`src/ilcm_pkg.sv`:
```
package ilcm_pkg;

  localparam int IN_W       = 144;
  localparam int OUT_W      = 112;
  localparam int CFG_IDX_W  = 3;
  localparam int CFG_DATA_W = 20;
  localparam int PIX_W      = 12;
  localparam int EN_W       = 20;
  localparam int REL_W      = 49;
  localparam int CNT_W      = 5;

  localparam logic [4:0] MAX_MATCH = 5'd16;

  localparam logic [CFG_IDX_W-1:0] CFG_TRIGGER_SLOT    = 3'd0;
  localparam logic [CFG_IDX_W-1:0] CFG_TRIGGER_CHANNEL = 3'd1;
  localparam logic [CFG_IDX_W-1:0] CFG_LIQUID_SLOT     = 3'd2;
  localparam logic [CFG_IDX_W-1:0] CFG_LIQUID_COUNT    = 3'd3;
  localparam logic [CFG_IDX_W-1:0] CFG_HALF_WINDOW     = 3'd4;
  localparam logic [CFG_IDX_W-1:0] CFG_PIXELS_PER_ROW  = 3'd5;

  localparam logic [4:0]  RST_TRIGGER_SLOT    = 5'd31;
  localparam logic [4:0]  RST_TRIGGER_CHANNEL = 5'd31;
  localparam logic [4:0]  RST_LIQUID_SLOT     = 5'd30;
  localparam logic [5:0]  RST_LIQUID_COUNT    = 6'd16;
  localparam logic [19:0] RST_HALF_WINDOW     = 20'd100;
  localparam logic [11:0] RST_PIXELS_PER_ROW  = 12'd12;

  localparam logic [1:0] PT_NEUTRON = 2'd0;
  localparam logic [1:0] PT_THERMAL = 2'd1;
  localparam logic [1:0] PT_GAMMA   = 2'd2;
  localparam logic [1:0] PT_UNKNOWN = 2'd3;

  localparam logic [1:0] KIND_MATCH   = 1'b0;
  localparam logic [1:0] KIND_SUMMARY = 1'b1;

  localparam logic [19:0] E_MIN  = 20'd1600;
  localparam logic [15:0] PSD_LO = 16'd6554;
  localparam logic [15:0] PSD_HI = 16'd36044;
  localparam logic signed [15:0] ID_TWO      = 16'sd512;
  localparam logic signed [15:0] ID_NEG_TWO  = -16'sd512;
  localparam logic signed [15:0] ID_NEG_FIVE = -16'sd1280;

  typedef enum logic [1:0] {
    LQ_HEAD    = 2'd0,
    LQ_NEWEST  = 2'd1,
    LQ_POPNEXT = 2'd2,
    LQ_SCAN    = 2'd3
  } lq_sel_e;

  typedef struct packed {
    logic    accept;
    lq_sel_e lq_sel;
    logic    newest_ld;
    logic    lq_pop;
    logic    im_ld;
    logic    im_pop;
    logic    trig_init;
    logic    trig_step;
    logic    scan_init;
    logic    scan_step;
    logic    scan_done;
    logic    div_start;
    logic    emit_match;
    logic    emit_sum;
  } cmd_t;

  typedef struct packed {
    logic im_fill_nz;
    logic lq_fill_nz;
    logic lq_head_late;
    logic prune_go;
    logic im_late;
    logic im_known;
    logic trig_hit;
    logic trig_last;
    logic scan_more;
    logic scan_match;
    logic div_done;
    logic out_free;
  } sts_t;

  function automatic logic [1:0] classify(input logic [19:0] energy,
                                          input logic [15:0] psd,
                                          input logic signed [15:0] nid,
                                          input logic signed [15:0] gid);
    logic [1:0] ty;
    ty = PT_UNKNOWN;
    if (energy > E_MIN) begin
      if (nid > ID_NEG_TWO && nid < ID_TWO && gid < ID_NEG_FIVE) begin
        ty = PT_NEUTRON;
      end else if (psd >= PSD_LO && psd <= PSD_HI) begin
        ty = PT_THERMAL;
      end else if (gid > ID_NEG_TWO && gid < ID_TWO) begin
        ty = PT_GAMMA;
      end
    end
    return ty;
  endfunction

endpackage

```
`src/ilcm_ram.sv`:
```
module ilcm_ram #(
  parameter int WIDTH = 32,
  parameter int DEPTH = 16
) (
  input  logic                                        clk_i,
  input  logic                                        we_i,
  input  logic [((DEPTH > 1) ? $clog2(DEPTH) : 1)-1:0] waddr_i,
  input  logic [WIDTH-1:0]                            wdata_i,
  input  logic [((DEPTH > 1) ? $clog2(DEPTH) : 1)-1:0] raddr_i,
  output logic [WIDTH-1:0]                            rdata_o
);
  logic [WIDTH-1:0] mem_q [DEPTH];
  logic [WIDTH-1:0] rdata_q;

  always_ff @(posedge clk_i) begin
    if (we_i) begin
      mem_q[waddr_i] <= wdata_i;
    end
    rdata_q <= mem_q[raddr_i];
  end

  assign rdata_o = rdata_q;
endmodule

```
`src/ilcm_ctrl.sv`:
```
module ilcm_ctrl (
  input  logic          clk_i,
  input  logic          rst_ni,
  input  logic          s_valid_i,
  output logic          s_ready_o,
  input  ilcm_pkg::sts_t sts_i,
  output ilcm_pkg::cmd_t cmd_o
);
  typedef enum logic [14:0] {
    S_IDLE      = 15'h0001,
    S_LRD_HEAD  = 15'h0002,
    S_LCHK_HEAD = 15'h0004,
    S_LNEWEST   = 15'h0008,
    S_PRUNE     = 15'h0010,
    S_IRD       = 15'h0020,
    S_ICHK      = 15'h0040,
    S_TRD       = 15'h0080,
    S_TCHK      = 15'h0100,
    S_SCAN_INIT = 15'h0200,
    S_LS_RD     = 15'h0400,
    S_LS_CHK    = 15'h0800,
    S_EMIT_M    = 15'h1000,
    S_DIV       = 15'h2000,
    S_EMIT_S    = 15'h4000
  } state_e;

  state_e state_q, state_d;

  always_ff @(posedge clk_i or negedge rst_ni) begin
    if (!rst_ni) begin
      state_q <= S_IDLE;
    end else begin
      state_q <= state_d;
    end
  end

  assign s_ready_o = (state_q == S_IDLE);

  always_comb begin
    state_d = state_q;
    cmd_o   = '0;
    cmd_o.lq_sel = ilcm_pkg::LQ_HEAD;
    case (state_q)
      S_IDLE: begin
        if (s_valid_i) begin
          cmd_o.accept = 1'b1;
          state_d = S_LRD_HEAD;
        end
      end
      S_LRD_HEAD: begin
        if (!sts_i.im_fill_nz && sts_i.lq_fill_nz) begin
          state_d = S_LCHK_HEAD;
        end else begin
          state_d = S_IRD;
        end
      end
      S_LCHK_HEAD: begin
        if (sts_i.lq_head_late) begin
          cmd_o.lq_sel = ilcm_pkg::LQ_NEWEST;
          state_d = S_LNEWEST;
        end else begin
          state_d = S_IRD;
        end
      end
      S_LNEWEST: begin
        cmd_o.newest_ld = 1'b1;
        state_d = S_PRUNE;
      end
      S_PRUNE: begin
        if (sts_i.prune_go) begin
          cmd_o.lq_pop = 1'b1;
          cmd_o.lq_sel = ilcm_pkg::LQ_POPNEXT;
        end else begin
          state_d = S_IRD;
        end
      end
      S_IRD: begin
        state_d = sts_i.im_fill_nz ? S_ICHK : S_IDLE;
      end
      S_ICHK: begin
        cmd_o.im_ld = 1'b1;
        if (sts_i.im_late) begin
          cmd_o.im_pop = 1'b1;
          if (sts_i.im_known) begin
            cmd_o.trig_init = 1'b1;
            state_d = S_TRD;
          end else begin
            state_d = S_IDLE;
          end
        end else begin
          state_d = S_IDLE;
        end
      end
      S_TRD: begin
        state_d = S_TCHK;
      end
      S_TCHK: begin
        cmd_o.trig_step = 1'b1;
        state_d = (sts_i.trig_hit || sts_i.trig_last) ? S_SCAN_INIT : S_TRD;
      end
      S_SCAN_INIT: begin
        cmd_o.scan_init = 1'b1;
        state_d = S_LS_RD;
      end
      S_LS_RD: begin
        cmd_o.lq_sel = ilcm_pkg::LQ_SCAN;
        if (sts_i.scan_more) begin
          state_d = S_LS_CHK;
        end else begin
          cmd_o.scan_done = 1'b1;
          cmd_o.div_start = 1'b1;
          state_d = S_DIV;
        end
      end
      S_LS_CHK: begin
        cmd_o.scan_step = 1'b1;
        state_d = sts_i.scan_match ? S_EMIT_M : S_LS_RD;
      end
      S_EMIT_M: begin
        if (sts_i.out_free) begin
          cmd_o.emit_match = 1'b1;
          state_d = S_LS_RD;
        end
      end
      S_DIV: begin
        if (sts_i.div_done) begin
          state_d = S_EMIT_S;
        end
      end
      S_EMIT_S: begin
        if (sts_i.out_free) begin
          cmd_o.emit_sum = 1'b1;
          state_d = S_IDLE;
        end
      end
      default: begin
        state_d = S_IDLE;
      end
    endcase
  end
endmodule

```
`src/ilcm_datapath.sv`:
```
module ilcm_datapath #(
  parameter int IMAGER_DEPTH  = 16,
  parameter int LIQUID_DEPTH  = 16,
  parameter int TRIGGER_DEPTH = 8,
  parameter int TIME_BITS     = 48
) (
  input  logic                                 clk_i,
  input  logic                                 rst_ni,
  input  logic                                 cfg_we_i,
  input  logic [ilcm_pkg::CFG_IDX_W-1:0]       cfg_idx_i,
  input  logic [ilcm_pkg::CFG_DATA_W-1:0]      cfg_data_i,
  input  logic [ilcm_pkg::IN_W-1:0]            s_tdata_i,
  input  ilcm_pkg::cmd_t                       cmd_i,
  output ilcm_pkg::sts_t                       sts_o,
  input  logic                                 m_tready_i,
  output logic                                 m_tvalid_o,
  output logic [ilcm_pkg::OUT_W-1:0]           m_tdata_o,
  output logic                                 m_tuser_o,
  output logic                                 m_tlast_o
);
  localparam int TW  = TIME_BITS;
  localparam int IAW = $clog2(IMAGER_DEPTH);
  localparam int IFW = $clog2(IMAGER_DEPTH + 1);
  localparam int LAW = $clog2(LIQUID_DEPTH);
  localparam int LFW = $clog2(LIQUID_DEPTH + 1);
  localparam int TAW = (TRIGGER_DEPTH > 1) ? $clog2(TRIGGER_DEPTH) : 1;
  localparam int IW  = TW + 34;
  localparam int LW  = TW + 27;
  localparam int DCW = $clog2(ilcm_pkg::PIX_W + 1);

  function automatic logic later(input logic [TW-1:0] a, input logic [TW-1:0] b,
                                 input logic [19:0] w);
    return (a >= b) && ((a - b) > TW'(w));
  endfunction

  function automatic logic [ilcm_pkg::REL_W-1:0] diff(input logic [TW-1:0] a,
                                                      input logic [TW-1:0] b);
    logic [63:0] d;
    d = 64'(a) - 64'(b);
    return d[ilcm_pkg::REL_W-1:0];
  endfunction

  function automatic logic [IAW-1:0] imod(input logic [IAW-1:0] base,
                                          input logic [IFW-1:0] off);
    logic [IFW:0] s;
    s = (IFW + 1)'(base) + (IFW + 1)'(off);
    if (s >= (IFW + 1)'(IMAGER_DEPTH)) s = s - (IFW + 1)'(IMAGER_DEPTH);
    return IAW'(s);
  endfunction

  function automatic logic [LAW-1:0] lmod(input logic [LAW-1:0] base,
                                          input logic [LFW-1:0] off);
    logic [LFW:0] s;
    s = (LFW + 1)'(base) + (LFW + 1)'(off);
    if (s >= (LFW + 1)'(LIQUID_DEPTH)) s = s - (LFW + 1)'(LIQUID_DEPTH);
    return LAW'(s);
  endfunction

  function automatic logic [TAW-1:0] tdec(input logic [TAW-1:0] p);
    return (p == '0) ? TAW'(TRIGGER_DEPTH - 1) : p - 1'b1;
  endfunction

  // configuration
  logic [4:0]  ts_q, tc_q, ls_q;
  logic [5:0]  lc_q;
  logic [19:0] w_q;
  logic [11:0] ppr_q;

  always_ff @(posedge clk_i or negedge rst_ni) begin
    if (!rst_ni) begin
      ts_q  <= ilcm_pkg::RST_TRIGGER_SLOT;
      tc_q  <= ilcm_pkg::RST_TRIGGER_CHANNEL;
      ls_q  <= ilcm_pkg::RST_LIQUID_SLOT;
      lc_q  <= ilcm_pkg::RST_LIQUID_COUNT;
      w_q   <= ilcm_pkg::RST_HALF_WINDOW;
      ppr_q <= ilcm_pkg::RST_PIXELS_PER_ROW;
    end else if (cfg_we_i) begin
      case (cfg_idx_i)
        ilcm_pkg::CFG_TRIGGER_SLOT:    ts_q  <= cfg_data_i[4:0];
        ilcm_pkg::CFG_TRIGGER_CHANNEL: tc_q  <= cfg_data_i[4:0];
        ilcm_pkg::CFG_LIQUID_SLOT:     ls_q  <= cfg_data_i[4:0];
        ilcm_pkg::CFG_LIQUID_COUNT:    lc_q  <= cfg_data_i[5:0];
        ilcm_pkg::CFG_HALF_WINDOW:     w_q   <= cfg_data_i;
        ilcm_pkg::CFG_PIXELS_PER_ROW:  ppr_q <= cfg_data_i[11:0];
        default: ;
      endcase
    end
  end

  // input unpack
  logic [4:0]         in_slot, in_chan;
  logic [TW-1:0]      in_t;
  logic [11:0]        in_pixel;
  logic [19:0]        in_energy;
  logic [15:0]        in_psd;
  logic signed [15:0] in_nid, in_gid;
  logic [1:0]         in_type;
  logic               is_trig, is_liq, is_img;

  assign in_slot   = s_tdata_i[4:0];
  assign in_chan   = s_tdata_i[9:5];
  assign in_t      = TW'(s_tdata_i[57:10]);
  assign in_pixel  = s_tdata_i[69:58];
  assign in_energy = s_tdata_i[89:70];
  assign in_psd    = s_tdata_i[105:90];
  assign in_nid    = s_tdata_i[121:106];
  assign in_gid    = s_tdata_i[137:122];
  assign in_type   = ilcm_pkg::classify(in_energy, in_psd, in_nid, in_gid);
  assign is_trig   = (in_slot == ts_q) && (in_chan == tc_q);
  assign is_liq    = !is_trig && (in_slot == ls_q);
  assign is_img    = !is_trig && !is_liq;

  logic [TW-1:0] t_q;
  always_ff @(posedge clk_i) begin
    if (cmd_i.accept) t_q <= in_t;
  end

  // retiring imager entry
  logic [TW-1:0]  im_t_q;
  logic [33:0]    im_info_q;

  // trigger ring
  logic [TAW-1:0]           twi_q, tptr_q;
  logic [TAW-1:0]           tcnt_q;
  logic [TRIGGER_DEPTH-1:0] tvalid_q;
  logic                     tvld_rd_q;
  logic [TW-1:0]            trd, tval;
  logic                     t_we;
  logic                     tfound_q;
  logic [ilcm_pkg::REL_W-1:0] trel_q;

  assign t_we = cmd_i.accept && is_trig;

  ilcm_ram #(.WIDTH(TW), .DEPTH(TRIGGER_DEPTH)) u_trig_ram (
    .clk_i  (clk_i),
    .we_i   (t_we),
    .waddr_i(twi_q),
    .wdata_i(in_t),
    .raddr_i(tptr_q),
    .rdata_o(trd)
  );

  assign tval = tvld_rd_q ? trd : '0;

  always_ff @(posedge clk_i or negedge rst_ni) begin
    if (!rst_ni) begin
      twi_q    <= '0;
      tvalid_q <= '0;
    end else if (t_we) begin
      tvalid_q[twi_q] <= 1'b1;
      twi_q <= (twi_q == TAW'(TRIGGER_DEPTH - 1)) ? '0 : twi_q + 1'b1;
    end
  end

  always_ff @(posedge clk_i) begin
    tvld_rd_q <= tvalid_q[tptr_q];
    if (cmd_i.trig_init) begin
      tptr_q   <= tdec(twi_q);
      tcnt_q   <= '0;
      tfound_q <= 1'b0;
      trel_q   <= '0;
    end else if (cmd_i.trig_step) begin
      if (sts_o.trig_hit) begin
        tfound_q <= 1'b1;
        trel_q   <= diff(im_t_q, tval);
      end else begin
        tptr_q <= tdec(tptr_q);
        tcnt_q <= tcnt_q + 1'b1;
      end
    end
  end

  // imager queue
  logic [IAW-1:0] ihead_q;
  logic [IFW-1:0] ifill_q;
  logic [IW-1:0]  ird;
  logic [TW-1:0]  ird_t;
  logic [33:0]    ird_info;
  logic           i_we;

  assign i_we     = cmd_i.accept && is_img && (ifill_q < IFW'(IMAGER_DEPTH));
  assign ird_t    = ird[IW-1:34];
  assign ird_info = ird[33:0];

  ilcm_ram #(.WIDTH(IW), .DEPTH(IMAGER_DEPTH)) u_img_ram (
    .clk_i  (clk_i),
    .we_i   (i_we),
    .waddr_i(imod(ihead_q, ifill_q)),
    .wdata_i({in_t, in_energy, in_pixel, in_type}),
    .raddr_i(ihead_q),
    .rdata_o(ird)
  );

  always_ff @(posedge clk_i or negedge rst_ni) begin
    if (!rst_ni) begin
      ihead_q <= '0;
      ifill_q <= '0;
    end else if (i_we) begin
      ifill_q <= ifill_q + 1'b1;
    end else if (cmd_i.im_pop) begin
      ihead_q <= imod(ihead_q, IFW'(1));
      ifill_q <= ifill_q - 1'b1;
    end
  end

  always_ff @(posedge clk_i) begin
    if (cmd_i.im_ld) begin
      im_t_q    <= ird_t;
      im_info_q <= ird_info;
    end
  end

  // liquid queue
  logic [LAW-1:0] lhead_q;
  logic [LFW-1:0] lfill_q;
  logic [LW-1:0]  lrd;
  logic [TW-1:0]  lrd_t;
  logic [1:0]     lrd_type;
  logic [4:0]     lrd_ch;
  logic [19:0]    lrd_en;
  logic           l_acc_we, l_we;
  logic [LAW-1:0] l_waddr, l_raddr;
  logic [LW-1:0]  l_wdata;
  logic [TW-1:0]  newest_q;

  logic [LFW-1:0] r_q, wr_q;
  logic           stop_q;
  logic [4:0]     mcnt_q;
  logic [ilcm_pkg::CNT_W-1:0] ncnt_q, gcnt_q;
  logic [1:0]     m_type_q;
  logic [ilcm_pkg::REL_W-1:0] m_rel_q;
  logic [19:0]    m_en_q;
  logic           s_drop, s_after, s_keep, s_match, s_wr;

  assign lrd_t    = lrd[LW-1:27];
  assign lrd_en   = lrd[26:7];
  assign lrd_ch   = lrd[6:2];
  assign lrd_type = lrd[1:0];

  assign l_acc_we = cmd_i.accept && is_liq && (lfill_q < LFW'(LIQUID_DEPTH));
  assign s_drop   = (lrd_type == ilcm_pkg::PT_UNKNOWN) || later(im_t_q, lrd_t, w_q);
  assign s_after  = later(lrd_t, im_t_q, w_q);
  assign s_keep   = !stop_q && !s_drop && !s_after;
  assign s_match  = s_keep && ({1'b0, lrd_ch} < lc_q) && (mcnt_q < ilcm_pkg::MAX_MATCH);
  assign s_wr     = cmd_i.scan_step && (stop_q || !s_drop);

  assign l_we    = l_acc_we || s_wr;
  assign l_waddr = l_acc_we ? lmod(lhead_q, lfill_q) : lmod(lhead_q, wr_q);
  assign l_wdata = l_acc_we ? {in_t, in_energy, in_chan, in_type} : lrd;

  always_comb begin
    case (cmd_i.lq_sel)
      ilcm_pkg::LQ_NEWEST:  l_raddr = lmod(lhead_q, lfill_q - 1'b1);
      ilcm_pkg::LQ_POPNEXT: l_raddr = lmod(lhead_q, LFW'(1));
      ilcm_pkg::LQ_SCAN:    l_raddr = lmod(lhead_q, r_q);
      default:              l_raddr = lhead_q;
    endcase
  end

  ilcm_ram #(.WIDTH(LW), .DEPTH(LIQUID_DEPTH)) u_liq_ram (
    .clk_i  (clk_i),
    .we_i   (l_we),
    .waddr_i(l_waddr),
    .wdata_i(l_wdata),
    .raddr_i(l_raddr),
    .rdata_o(lrd)
  );

  always_ff @(posedge clk_i or negedge rst_ni) begin
    if (!rst_ni) begin
      lhead_q <= '0;
      lfill_q <= '0;
    end else if (l_acc_we) begin
      lfill_q <= lfill_q + 1'b1;
    end else if (cmd_i.lq_pop) begin
      lhead_q <= lmod(lhead_q, LFW'(1));
      lfill_q <= lfill_q - 1'b1;
    end else if (cmd_i.scan_done) begin
      lfill_q <= wr_q;
    end
  end

  always_ff @(posedge clk_i) begin
    if (cmd_i.newest_ld) newest_q <= lrd_t;
    if (cmd_i.scan_init) begin
      r_q    <= '0;
      wr_q   <= '0;
      stop_q <= 1'b0;
      mcnt_q <= '0;
      ncnt_q <= '0;
      gcnt_q <= '0;
    end else if (cmd_i.scan_step) begin
      r_q <= r_q + 1'b1;
      if (s_wr) wr_q <= wr_q + 1'b1;
      if (!stop_q && !s_drop && s_after) stop_q <= 1'b1;
      if (s_match) begin
        m_type_q <= lrd_type;
        m_rel_q  <= diff(lrd_t, im_t_q);
        m_en_q   <= lrd_en;
        mcnt_q   <= mcnt_q + 1'b1;
        if (im_info_q[1:0] == ilcm_pkg::PT_NEUTRON) ncnt_q <= ncnt_q + 1'b1;
        if (im_info_q[1:0] == ilcm_pkg::PT_GAMMA)   gcnt_q <= gcnt_q + 1'b1;
      end
    end
  end

  // pixel split, one quotient bit per cycle
  logic             div_busy_q;
  logic [DCW-1:0]   dcnt_q;
  logic [11:0]      rem_q, quo_q;
  logic [12:0]      remw;
  logic             rge;

  assign remw = {rem_q, quo_q[11]};
  assign rge  = remw >= {1'b0, ppr_q};

  always_ff @(posedge clk_i or negedge rst_ni) begin
    if (!rst_ni) begin
      div_busy_q <= 1'b0;
    end else if (cmd_i.div_start) begin
      div_busy_q <= (ppr_q != '0);
    end else if (div_busy_q && dcnt_q == DCW'(1)) begin
      div_busy_q <= 1'b0;
    end
  end

  always_ff @(posedge clk_i) begin
    if (cmd_i.div_start) begin
      dcnt_q <= DCW'(ilcm_pkg::PIX_W);
      if (ppr_q == '0) begin
        rem_q <= im_info_q[13:2];
        quo_q <= '0;
      end else begin
        rem_q <= '0;
        quo_q <= im_info_q[13:2];
      end
    end else if (div_busy_q) begin
      dcnt_q <= dcnt_q - 1'b1;
      rem_q  <= rge ? 12'(remw - {1'b0, ppr_q}) : remw[11:0];
      quo_q  <= {quo_q[10:0], rge};
    end
  end

  // output register
  logic        ovalid_q;
  logic        okind_q, olast_q, ofound_q;
  logic [1:0]  otype_q;
  logic [11:0] ox_q, oy_q;
  logic [ilcm_pkg::REL_W-1:0] orel_q;
  logic [19:0] oen_q;
  logic [ilcm_pkg::CNT_W-1:0] on_q, og_q;

  always_ff @(posedge clk_i or negedge rst_ni) begin
    if (!rst_ni) begin
      ovalid_q <= 1'b0;
    end else if (cmd_i.emit_match || cmd_i.emit_sum) begin
      ovalid_q <= 1'b1;
    end else if (m_tready_i) begin
      ovalid_q <= 1'b0;
    end
  end

  always_ff @(posedge clk_i) begin
    if (cmd_i.emit_match) begin
      okind_q  <= ilcm_pkg::KIND_MATCH[0];
      otype_q  <= m_type_q;
      ox_q     <= '0;
      oy_q     <= '0;
      orel_q   <= m_rel_q;
      ofound_q <= 1'b0;
      oen_q    <= m_en_q;
      on_q     <= '0;
      og_q     <= '0;
      olast_q  <= 1'b0;
    end else if (cmd_i.emit_sum) begin
      okind_q  <= ilcm_pkg::KIND_SUMMARY[0];
      otype_q  <= im_info_q[1:0];
      ox_q     <= rem_q;
      oy_q     <= quo_q;
      orel_q   <= trel_q;
      ofound_q <= tfound_q;
      oen_q    <= im_info_q[33:14];
      on_q     <= ncnt_q;
      og_q     <= gcnt_q;
      olast_q  <= 1'b1;
    end
  end

  assign m_tvalid_o = ovalid_q;
  assign m_tuser_o  = okind_q;
  assign m_tlast_o  = olast_q;
  assign m_tdata_o  = {6'd0, og_q, on_q, oen_q, ofound_q, orel_q, oy_q, ox_q, otype_q};

  // status
  assign sts_o.im_fill_nz   = (ifill_q != '0);
  assign sts_o.lq_fill_nz   = (lfill_q != '0);
  assign sts_o.lq_head_late = later(t_q, lrd_t, w_q);
  assign sts_o.prune_go     = (lfill_q != '0) && later(newest_q, lrd_t, w_q);
  assign sts_o.im_late      = later(t_q, ird_t, w_q);
  assign sts_o.im_known     = (ird_info[1:0] != ilcm_pkg::PT_UNKNOWN);
  assign sts_o.trig_hit     = (im_t_q > tval);
  assign sts_o.trig_last    = (tcnt_q == TAW'(TRIGGER_DEPTH - 1));
  assign sts_o.scan_more    = (r_q < lfill_q);
  assign sts_o.scan_match   = s_match;
  assign sts_o.div_done     = !div_busy_q;
  assign sts_o.out_free     = !ovalid_q || m_tready_i;
endmodule

```
`src/imager_liquid_coincidence_matcher.sv`:
```
// Imager / liquid coincidence matcher.
// s_axis carries detector hits in time order; tdata holds slot, channel,
// time_ns, pixel, energy, psd, neutron_id, gamma_id. Trigger hits fill a ring,
// liquid hits and imager hits are queued in RAM.
// m_axis carries records: tuser is record_kind (0 match, 1 summary), tlast
// marks the summary that closes each group of matches.
// cfg_we_i/cfg_idx_i/cfg_data_i write the six setup registers; write only idle.
// One hit is taken at a time. Retiring a known imager entry searches up to
// TRIGGER_DEPTH trigger entries, scans the liquid queue with one match record
// per match and then runs the bit-serial pixel divider (skipped when
// pixels_per_row is zero). The single liquid RAM port pair sets the scan pace.
// A record waits in the output register while the next hit is accepted; a
// further record stalls the matcher until m_axis_tready frees that register.
// Reset empties the queues, clears the trigger ring and loads the register
// defaults; no clearing pass is needed.
module imager_liquid_coincidence_matcher #(
  parameter int IMAGER_DEPTH  = 16,
  parameter int LIQUID_DEPTH  = 16,
  parameter int TRIGGER_DEPTH = 8,
  parameter int TIME_BITS     = 48
) (
  input  logic                             clk_i,
  input  logic                             rst_ni,
  input  logic                             cfg_we_i,
  input  logic [ilcm_pkg::CFG_IDX_W-1:0]   cfg_idx_i,
  input  logic [ilcm_pkg::CFG_DATA_W-1:0]  cfg_data_i,
  input  logic                             s_axis_tvalid,
  output logic                             s_axis_tready,
  // slot, channel, time_ns, pixel, energy, psd, neutron_id, gamma_id
  input  logic [ilcm_pkg::IN_W-1:0]        s_axis_tdata,
  output logic                             m_axis_tvalid,
  input  logic                             m_axis_tready,
  // particle_type, pixel_x, pixel_y, relative_time, trigger_found, energy_out,
  // liquid_neutron_count, liquid_gamma_count
  output logic [ilcm_pkg::OUT_W-1:0]       m_axis_tdata,
  // record_kind
  output logic                             m_axis_tuser,
  output logic                             m_axis_tlast
);
  ilcm_pkg::cmd_t cmd;
  ilcm_pkg::sts_t sts;

  ilcm_ctrl u_ctrl (
    .clk_i    (clk_i),
    .rst_ni   (rst_ni),
    .s_valid_i(s_axis_tvalid),
    .s_ready_o(s_axis_tready),
    .sts_i    (sts),
    .cmd_o    (cmd)
  );

  ilcm_datapath #(
    .IMAGER_DEPTH (IMAGER_DEPTH),
    .LIQUID_DEPTH (LIQUID_DEPTH),
    .TRIGGER_DEPTH(TRIGGER_DEPTH),
    .TIME_BITS    (TIME_BITS)
  ) u_dp (
    .clk_i     (clk_i),
    .rst_ni    (rst_ni),
    .cfg_we_i  (cfg_we_i),
    .cfg_idx_i (cfg_idx_i),
    .cfg_data_i(cfg_data_i),
    .s_tdata_i (s_axis_tdata),
    .cmd_i     (cmd),
    .sts_o     (sts),
    .m_tready_i(m_axis_tready),
    .m_tvalid_o(m_axis_tvalid),
    .m_tdata_o (m_axis_tdata),
    .m_tuser_o (m_axis_tuser),
    .m_tlast_o (m_axis_tlast)
  );
endmodule

```
`config.mk`:
```
export PLATFORM = sky130hd
export DESIGN_NAME = imager_liquid_coincidence_matcher
export DESIGN_NICKNAME = d
export VERILOG_FILES = /design/src/ilcm_pkg.sv /design/src/ilcm_ram.sv /design/src/ilcm_ctrl.sv /design/src/ilcm_datapath.sv /design/src/imager_liquid_coincidence_matcher.sv
export SDC_FILE = /design/constraint.sdc
export NUM_CORES = 2
export LEC_CHECK = 0
export BUFFER_PORTS_ARGS = -buffer_cell sky130_fd_sc_hd__buf_2
export CAP_MARGIN = 25
export CORE_MARGIN = 2
export CORE_UTILIZATION = 25
export DETAILED_ROUTE_END_ITERATION = 8
export MAX_ROUTING_LAYER = met4
export PLACE_DENSITY_LB_ADDON = 0.15
export SLEW_MARGIN = 20
export SYNTH_ARGS = -nofsm -noshare
export SYNTH_HDL_FRONTEND = slang
export SYNTH_SLANG_ARGS = --single-unit
```
`constraint.sdc`:
```
create_clock -name clk_i -period 17.9 [get_ports clk_i]
set_input_delay 1.79 -clock clk_i [delete_from_list [all_inputs] [get_ports clk_i]]
set_output_delay 1.79 -clock clk_i [all_outputs]
set_load 0.1 [all_outputs]
```
## Word level (Yosys, flattened, before mapping)

Memories as Yosys holds them, arrays and structs flattened. A register that Yosys moved wholly into a read port is not among the register bits.
Cells that the tools add are included.

- Register bits: 566
- Memory bits (writable): 2896
- Input port bits: 172
- Output and inout bits: 116
- Logic and storage cells: 321
- Memories: 3

Memory list:

| name | words | bits a word | read ports | clocked after memory_dff | write ports | RTL line | text |
|---|---|---|---|---|---|---|---|
| u_dp.u_img_ram.mem_q | 16 | 82 | 1 | 1 | 1 | ilcm_ram.sv:12 | `logic [WIDTH-1:0] mem_q [DEPTH];` |
| u_dp.u_liq_ram.mem_q | 16 | 75 | 1 | 1 | 1 | ilcm_ram.sv:12 |  |
| u_dp.u_trig_ram.mem_q | 8 | 48 | 1 | 1 | 1 | ilcm_ram.sv:12 |  |

- Add/sub/neg operators: 36
- $lt $le $gt $ge: 35
- Equal/unequal tests: 38
- Muxes and demuxes: 86
- Bitwise logic cells: 5
- Reduce and logical (&&, ||, !) cells: 73

Operator list:

| cell | count |
|---|---|
| greater-or-equal comparator 48 bit | 5 |
| greater-than comparator 48 x 20 -> 1 bit | 5 |
| subtractor 48 bit | 5 |
| case mux 15 bit (15 select lines) | 1 |
| two-way mux 49 bit | 2 |
| subtractor 48 x 48 -> 49 bit | 2 |
| two-way mux 15 bit | 6 |
| two-way mux 12 bit | 7 |
| two-way mux 75 bit | 1 |
| greater-than comparator 48 bit | 1 |
| two-way mux 48 bit | 1 |
| two-way mux 20 bit | 2 |
| adder 5 x 1 -> 5 bit, second input constant | 7 |
| greater-than comparator 16 x 10 -> 1 bit, second input constant | 2 |
| < comparator 16 x 11 -> 1 bit, second input constant | 2 |
| two-way mux 4 bit | 8 |
| subtractor 4 x 1 -> 4 bit, second input constant | 8 |
| adder 4 x 5 -> 6 bit | 5 |
| greater-or-equal comparator 6 x 5 -> 1 bit, second input constant | 5 |
| AND reduction 2 bit | 14 |
| logical AND 1 bit | 27 |
| two-way mux 1 bit | 26 |
| two-way mux 5 bit | 5 |
| two-way mux 3 bit | 7 |
| other kinds (63) | 119 |

## Logic depth before layout (Yosys ltp)

- Word-level depth: 11
- Gate-level depth with buffers: 33
- Mapped depth without buffers: 30

## By module

A second synthesis with hierarchy kept.

- Cells, all modules: 9406
- Area, all modules: 156720.3 µm²

By module, submodules not included:

| module | instances | cells each | area each (µm²) | seq. area each (µm²) |
|---|---|---|---|---|
| ilcm_ram (u_dp.u_img_ram) | 1 | 2103 | 50683.6 | 41039.4 |
| ilcm_ram (u_dp.u_liq_ram) | 1 | 1926 | 46319.4 | 37536.0 |
| ilcm_datapath | 1 | 4630 | 42992.5 | 14949.3 |
| ilcm_ram (u_dp.u_trig_ram) | 1 | 616 | 15620.0 | 12492.0 |
| ilcm_ctrl | 1 | 131 | 1104.8 | 376.6 |

## Worst setup path before layout

No wires, ideal clock.

- Path kind: reg2reg
- From: reg u_ctrl.state_q[12]
- To: mem u_dp.u_liq_ram.mem_q[0][0] (netlist name) (enable)
- Library setup time: 0.693 ns
- Data arrival time: 13.159 ns
- Data required time: 17.207 ns
- Path slack: 4.048 ns
- Cell stages (with the launch flop): 12
- Path through: dfrtp_1 -> clkbuf_1 -> or3_1 -> nor3_1 -> nand2_1 -> nor3b_1 -> and2_1 -> nand2_1 -> nor2_1 -> clkbuf_1 -> nor2_1 -> nor4_1

RTL lines:

| what | RTL line | text |
|---|---|---|
| start, declared | ilcm_ctrl.sv:27 | `state_e state_q, state_d;` |
| start signal, assigned | ilcm_ctrl.sv:33 | `state_q <= state_d;` |
| end, declared | ilcm_ram.sv:12 |  |

## Worst setup path in the final report

- From: reg u_dp.u_liq_ram.rdata_q[28] (netlist: u_dp.u_liq_ram.rdata_o[28]), read port of u_dp.u_liq_ram.mem_q
- To: reg u_dp.u_liq_ram.rdata_q[33] (netlist: u_dp.u_liq_ram.rdata_o[33]), read port of u_dp.u_liq_ram.mem_q

- Longest elaborated chain between the ends: 8
- Elaborated cells on any way between the ends: 16
- Those cells by class: add/sub: 2; order compare: 4; eq/ne: 3; mux: 4; reduce/logical: 3

RTL lines:

| what | RTL line | text |
|---|---|---|
| start, declared | ilcm_ram.sv:13 | `logic [WIDTH-1:0] rdata_q;` |
| subtractor 48 bit | ilcm_datapath.sv:33 | `return (a >= b) && ((a - b) > TW'(w));` |
| greater-than comparator 48 x 20 -> 1 bit | ilcm_datapath.sv:33 |  |
| logical AND 1 bit | ilcm_datapath.sv:33 |  |
| logical AND 1 bit | ilcm_datapath.sv:398 | `assign sts_o.prune_go = (lfill_q != '0) && later(newest_q, lrd_t, w_q);` |
| two-way mux 2 bit | ilcm_ctrl.sv:70 | `if (sts_i.prune_go) begin` |
| case mux 2 bit (3 select lines) (*) | ilcm_ctrl.sv:43 | `case (state_q)` |
| == test 2 bit / == test 2 x 1 -> 1 bit (equally long branches) | ilcm_datapath.sv:252 | `case (cmd_i.lq_sel)` |
| case mux 4 bit (3 select lines) (*) | ilcm_datapath.sv:252 |  |

Every way passes the cells marked *; elsewhere a longest branch is shown, timed or not.
A chain may end at the register's enable or synchronous reset.

==> impl_metrics.tcl <==
set metrics [dict create \
    fin_skew_ps 115 \
    p_total_mw 20.3 \
    antenna_found_initial 89 \
    num_vias 98305 \
    cts_buffer_depth 4 \
    drcViolationCount 0 \
    worst-path-max-fanout 138 \
    worst-setup-path-type "register to register" \
    status "complete, no violations" \
    final_max_slew_viol_count 0 \
    place_ws_ps 6970 \
    ios 288 \
    insertion_delay_ps 1050 \
    io_buffers 275 \
    min_from "u_dp.u_img_ram.rdata_o[4]" \
    slowest_stage "buf_4" \
    cts.sinks 3667 \
    holdPathEnd "u_dp.im_info_q[4]" \
    grt_max_degree 146 \
    grt_pass1_vias 97530 \
    design_area_sq_um 184000 \
    met1_usage 0.244 \
    ant_nets 0 \
    cpLargestDelayFamily "compound AO/OA/AOI/OAI gates" \
    nets 12022 \
    drive_above_1_share 0.158 \
    timing.rr.end "u_dp.u_liq_ram.rdata_o[33]" \
    seq_area_frac_synth 0.672 \
    synthFlopType "edfxtp_1" \
    initial_core_util 0.251 \
    synthToLayoutAreaGrowth_pct 16.3 \
    synth_edf_count 3243 \
    placedInstanceArea_sq_um 171000 \
    cts_root_buf "clkbuf_16" \
    p_leak_nw 63.2 \
    tns_ps 0 \
    cts_resized 0 \
    grt_usage 0.179 \
    cap_violations 0 \
    cp.required_ps 18750 \
    met3_usage 0.0250 \
    ys_ff_latch 3667 \
    holdCritPathClass "register to register" \
    gp_congestion 0.902 \
    r2r_start "u_dp.u_liq_ram.rdata_o[28]" \
    ctsHoldBuffers 0 \
    peakVddDrop_v 0.0000852 \
    dieWidth_um 800 \
    dieArea_sq_um 640000 \
    reg2reg_setup_slack_ps 6880 \
    setup_ws_ps 6880 \
    vias_per_cell 4.87 \
    grt_use_met2 0.282 \
    crit_arrival_ps 11870 \
    min_path_cells 0 \
    reg2reg_depth 31 \
    start_kind "register" \
    grt_overflow 0 \
    hold_ws_ps 382 \
    core_region_area_sq_um 632000 \
    grt_pass1_wl_mm 788 \
    synth_top_area_frac 0.615 \
    worstSetupEndpointType "register" \
    cp_num_buf_inv 4 \
    setup_viol 0 \
    grt-busiest-layer "met2" \
    routed_wl_mm 575 \
    ys_async_sr_fraction 0.0270 \
    hold_viol_final 0 \
    cts_tree "done" \
    ys_types 101 \
    rows 292 \
    routedWlPerCell_um 28.5 \
    powerDensity_nw_per_um2 110 \
    synth_area_sq_um 158000 \
    rsz0062_at_grt "no" \
    clkSlewWorstSetupHoldPaths_ps 60 \
    first_iter_violations 8886 \
    drt_first_pass_iters 6 \
    synth_area_leaders "edfxtp_1 61%, dfxtp_1 4.1%, mux4_2 3.7%" \
    yosys.area.top_type "edfxtp_1" \
    critPathMaxStageDelay_ps 820 \
    numCtsBuffers 409 \
    max_slew_margin 0.233 \
    worst_slew_pin_slew_ps 1150 \
    dpl.hpwl_mm 368 \
    cts_setup_buffers 0 \
    syn_avg_cell_area_sq_um 14.4 \
    synth_warnings 0 \
    htreeDepth 5 \
    fin_crit_sh 0.616 \
    die_h_um 800 \
    fin_crit_ps 11020 \
    max_freq_ghz 0.0908 \
    cp.depth 31 \
    synthCells 11029 \
]
==> worst max-delay path by stage <==
stage	startpoint	end	slack, ps
3_3_place_gp	u_dp.u_liq_ram.rdata_o[28]	u_dp.u_liq_ram.rdata_o[33]	6880
6_report	u_dp.u_liq_ram.rdata_o[28]	u_dp.u_liq_ram.rdata_o[33]	6880
4_1_cts	u_dp.u_liq_ram.rdata_o[28]	u_dp.u_liq_ram.rdata_o[33]	6990
5_1_grt	u_dp.u_liq_ram.rdata_o[28]	u_dp.u_liq_ram.rdata_o[33]	6540
3_5_place_dp	u_dp.u_liq_ram.rdata_o[28]	u_dp.u_liq_ram.rdata_o[33]	6970
2_1_floorplan	u_ctrl.state_q[12]	u_dp.u_liq_ram.mem_q[0][0]	4050
==> synthesized netlist by cell type (all sizes together), types with 68 or more instances <==
cell type / instances
nor2: 358
a31oi: 121
dfrtp: 78
mux4: 263
a21o: 187
mux2i: 547
nand4: 96
xor2: 105
o21ai: 432
a22oi: 85
nor2b: 68
ha: 438
a221oi: 92
a32o: 152
xnor2: 157
inv: 292
edfxtp: 3243
a21oi: 559
a211oi: 106
dfxtp: 325
nand3: 277
buf: 121
clkbuf: 433
nand2b: 82
a221o: 78
mux2: 253
nor3: 108
nand2: 1332
==> area by class of cell <==
| class | instances | area, sq um |
|---|---|---|
| Antenna cell | 30 | 75.1 |
| Clock buffer | 558 | 11400 |
| Clock inverter | 210 | 2180 |
| Fill cell | 62926 | 447000 |
| Inverter | 293 | 1100 |
| Multi-Input combinational cell | 6520 | 49200 |
| Sequential cell | 3667 | 106000 |
| Tap cell | 8379 | 10500 |
| Timing Repair Buffer | 510 | 3490 |
==> through the flow <==
stage | std cells | util
floorplan | 11034 | -
global placement | 19359 | 0.270
detailed placement | 19365 | 0.270
CTS | 20133 | 0.291
global route | 20147 | 0.292
finish | 20167 | 0.292
==> worst reg2reg max path: cells and delay by family, from the launching register on <==
family / cells / cell delay, ps
buf+inv: 4 / 2790
compound gates: 13 / 4250
xor+xnor: 1 / 140
simple gates: 10 / 2170
fa+ha+maj: 2 / 740
flops: 1 / 560
mux: 1 / 260
==> state kept, by name (all words and copies together) (netlist names), 34 cells and up <==
register and count:
u_dp.newest_q 48, u_dp.u_liq_ram.rdata_o 75, u_dp.im_t_q 48, u_dp.m_rel_q 49
u_dp.trel_q 49, u_dp.u_img_ram.mem_q 1312, u_dp.im_info_q 34, u_dp.u_trig_ram.rdata_o 48
u_dp.u_img_ram.rdata_o 82, u_dp.u_trig_ram.mem_q 384, u_dp.orel_q 49, u_dp.t_q 48
u_dp.u_liq_ram.mem_q 1200
==> cells in the final DEF (no fill, tap or decap), types with 105 or more instances in the layout <==
| cell | instances |
|---|---|
| a31oi_1 | 121 |
| a32o_1 | 152 |
| o21ai_0 | 361 |
| xnor2_1 | 157 |
| buf_4 | 210 |
| a21o_1 | 187 |
| inv_1 | 289 |
| a21oi_1 | 557 |
| nand3_1 | 277 |
| clkbuf_16 | 412 |
| mux2i_1 | 547 |
| dfxtp_1 | 324 |
| nand2_1 | 1330 |
| mux4_2 | 263 |
| nor2_1 | 337 |
| mux2_2 | 250 |
| ha_1 | 438 |
| xor2_1 | 105 |
| edfxtp_1 | 3243 |
| buf_2 | 274 |
==> layer usage <==
layer	vias to the layer above	part of all wire
li1	43309	-
met5	-	0
met3	682	0.055
met2	2966	0.46
met4	0	0.027
met1	51348	0.46
==> power by group <==
group	switching [mW]	total, mW	internal (mW)
Combinational	1.41	2.29	0.875
Clock	3.61	8.46	4.85
Sequential	0.166	9.59	9.42
==> kinds of logic (layout without fill, tap and decap cells) <==
family          count (synthesis)  count (layout)  synth area share
mux                          1063            1063            0.0899
xor+xnor                      262             262            0.0145
simple gates                 2583            2583            0.0734
flops                        3667            3667             0.672
compound gates               2157            2157            0.0934
fa+ha+maj                     449             449            0.0360
other cells                     1              36         0.0000237
buf+inv                       847            1571            0.0211
Note: power is estimated with default switching activity, not from simulation.
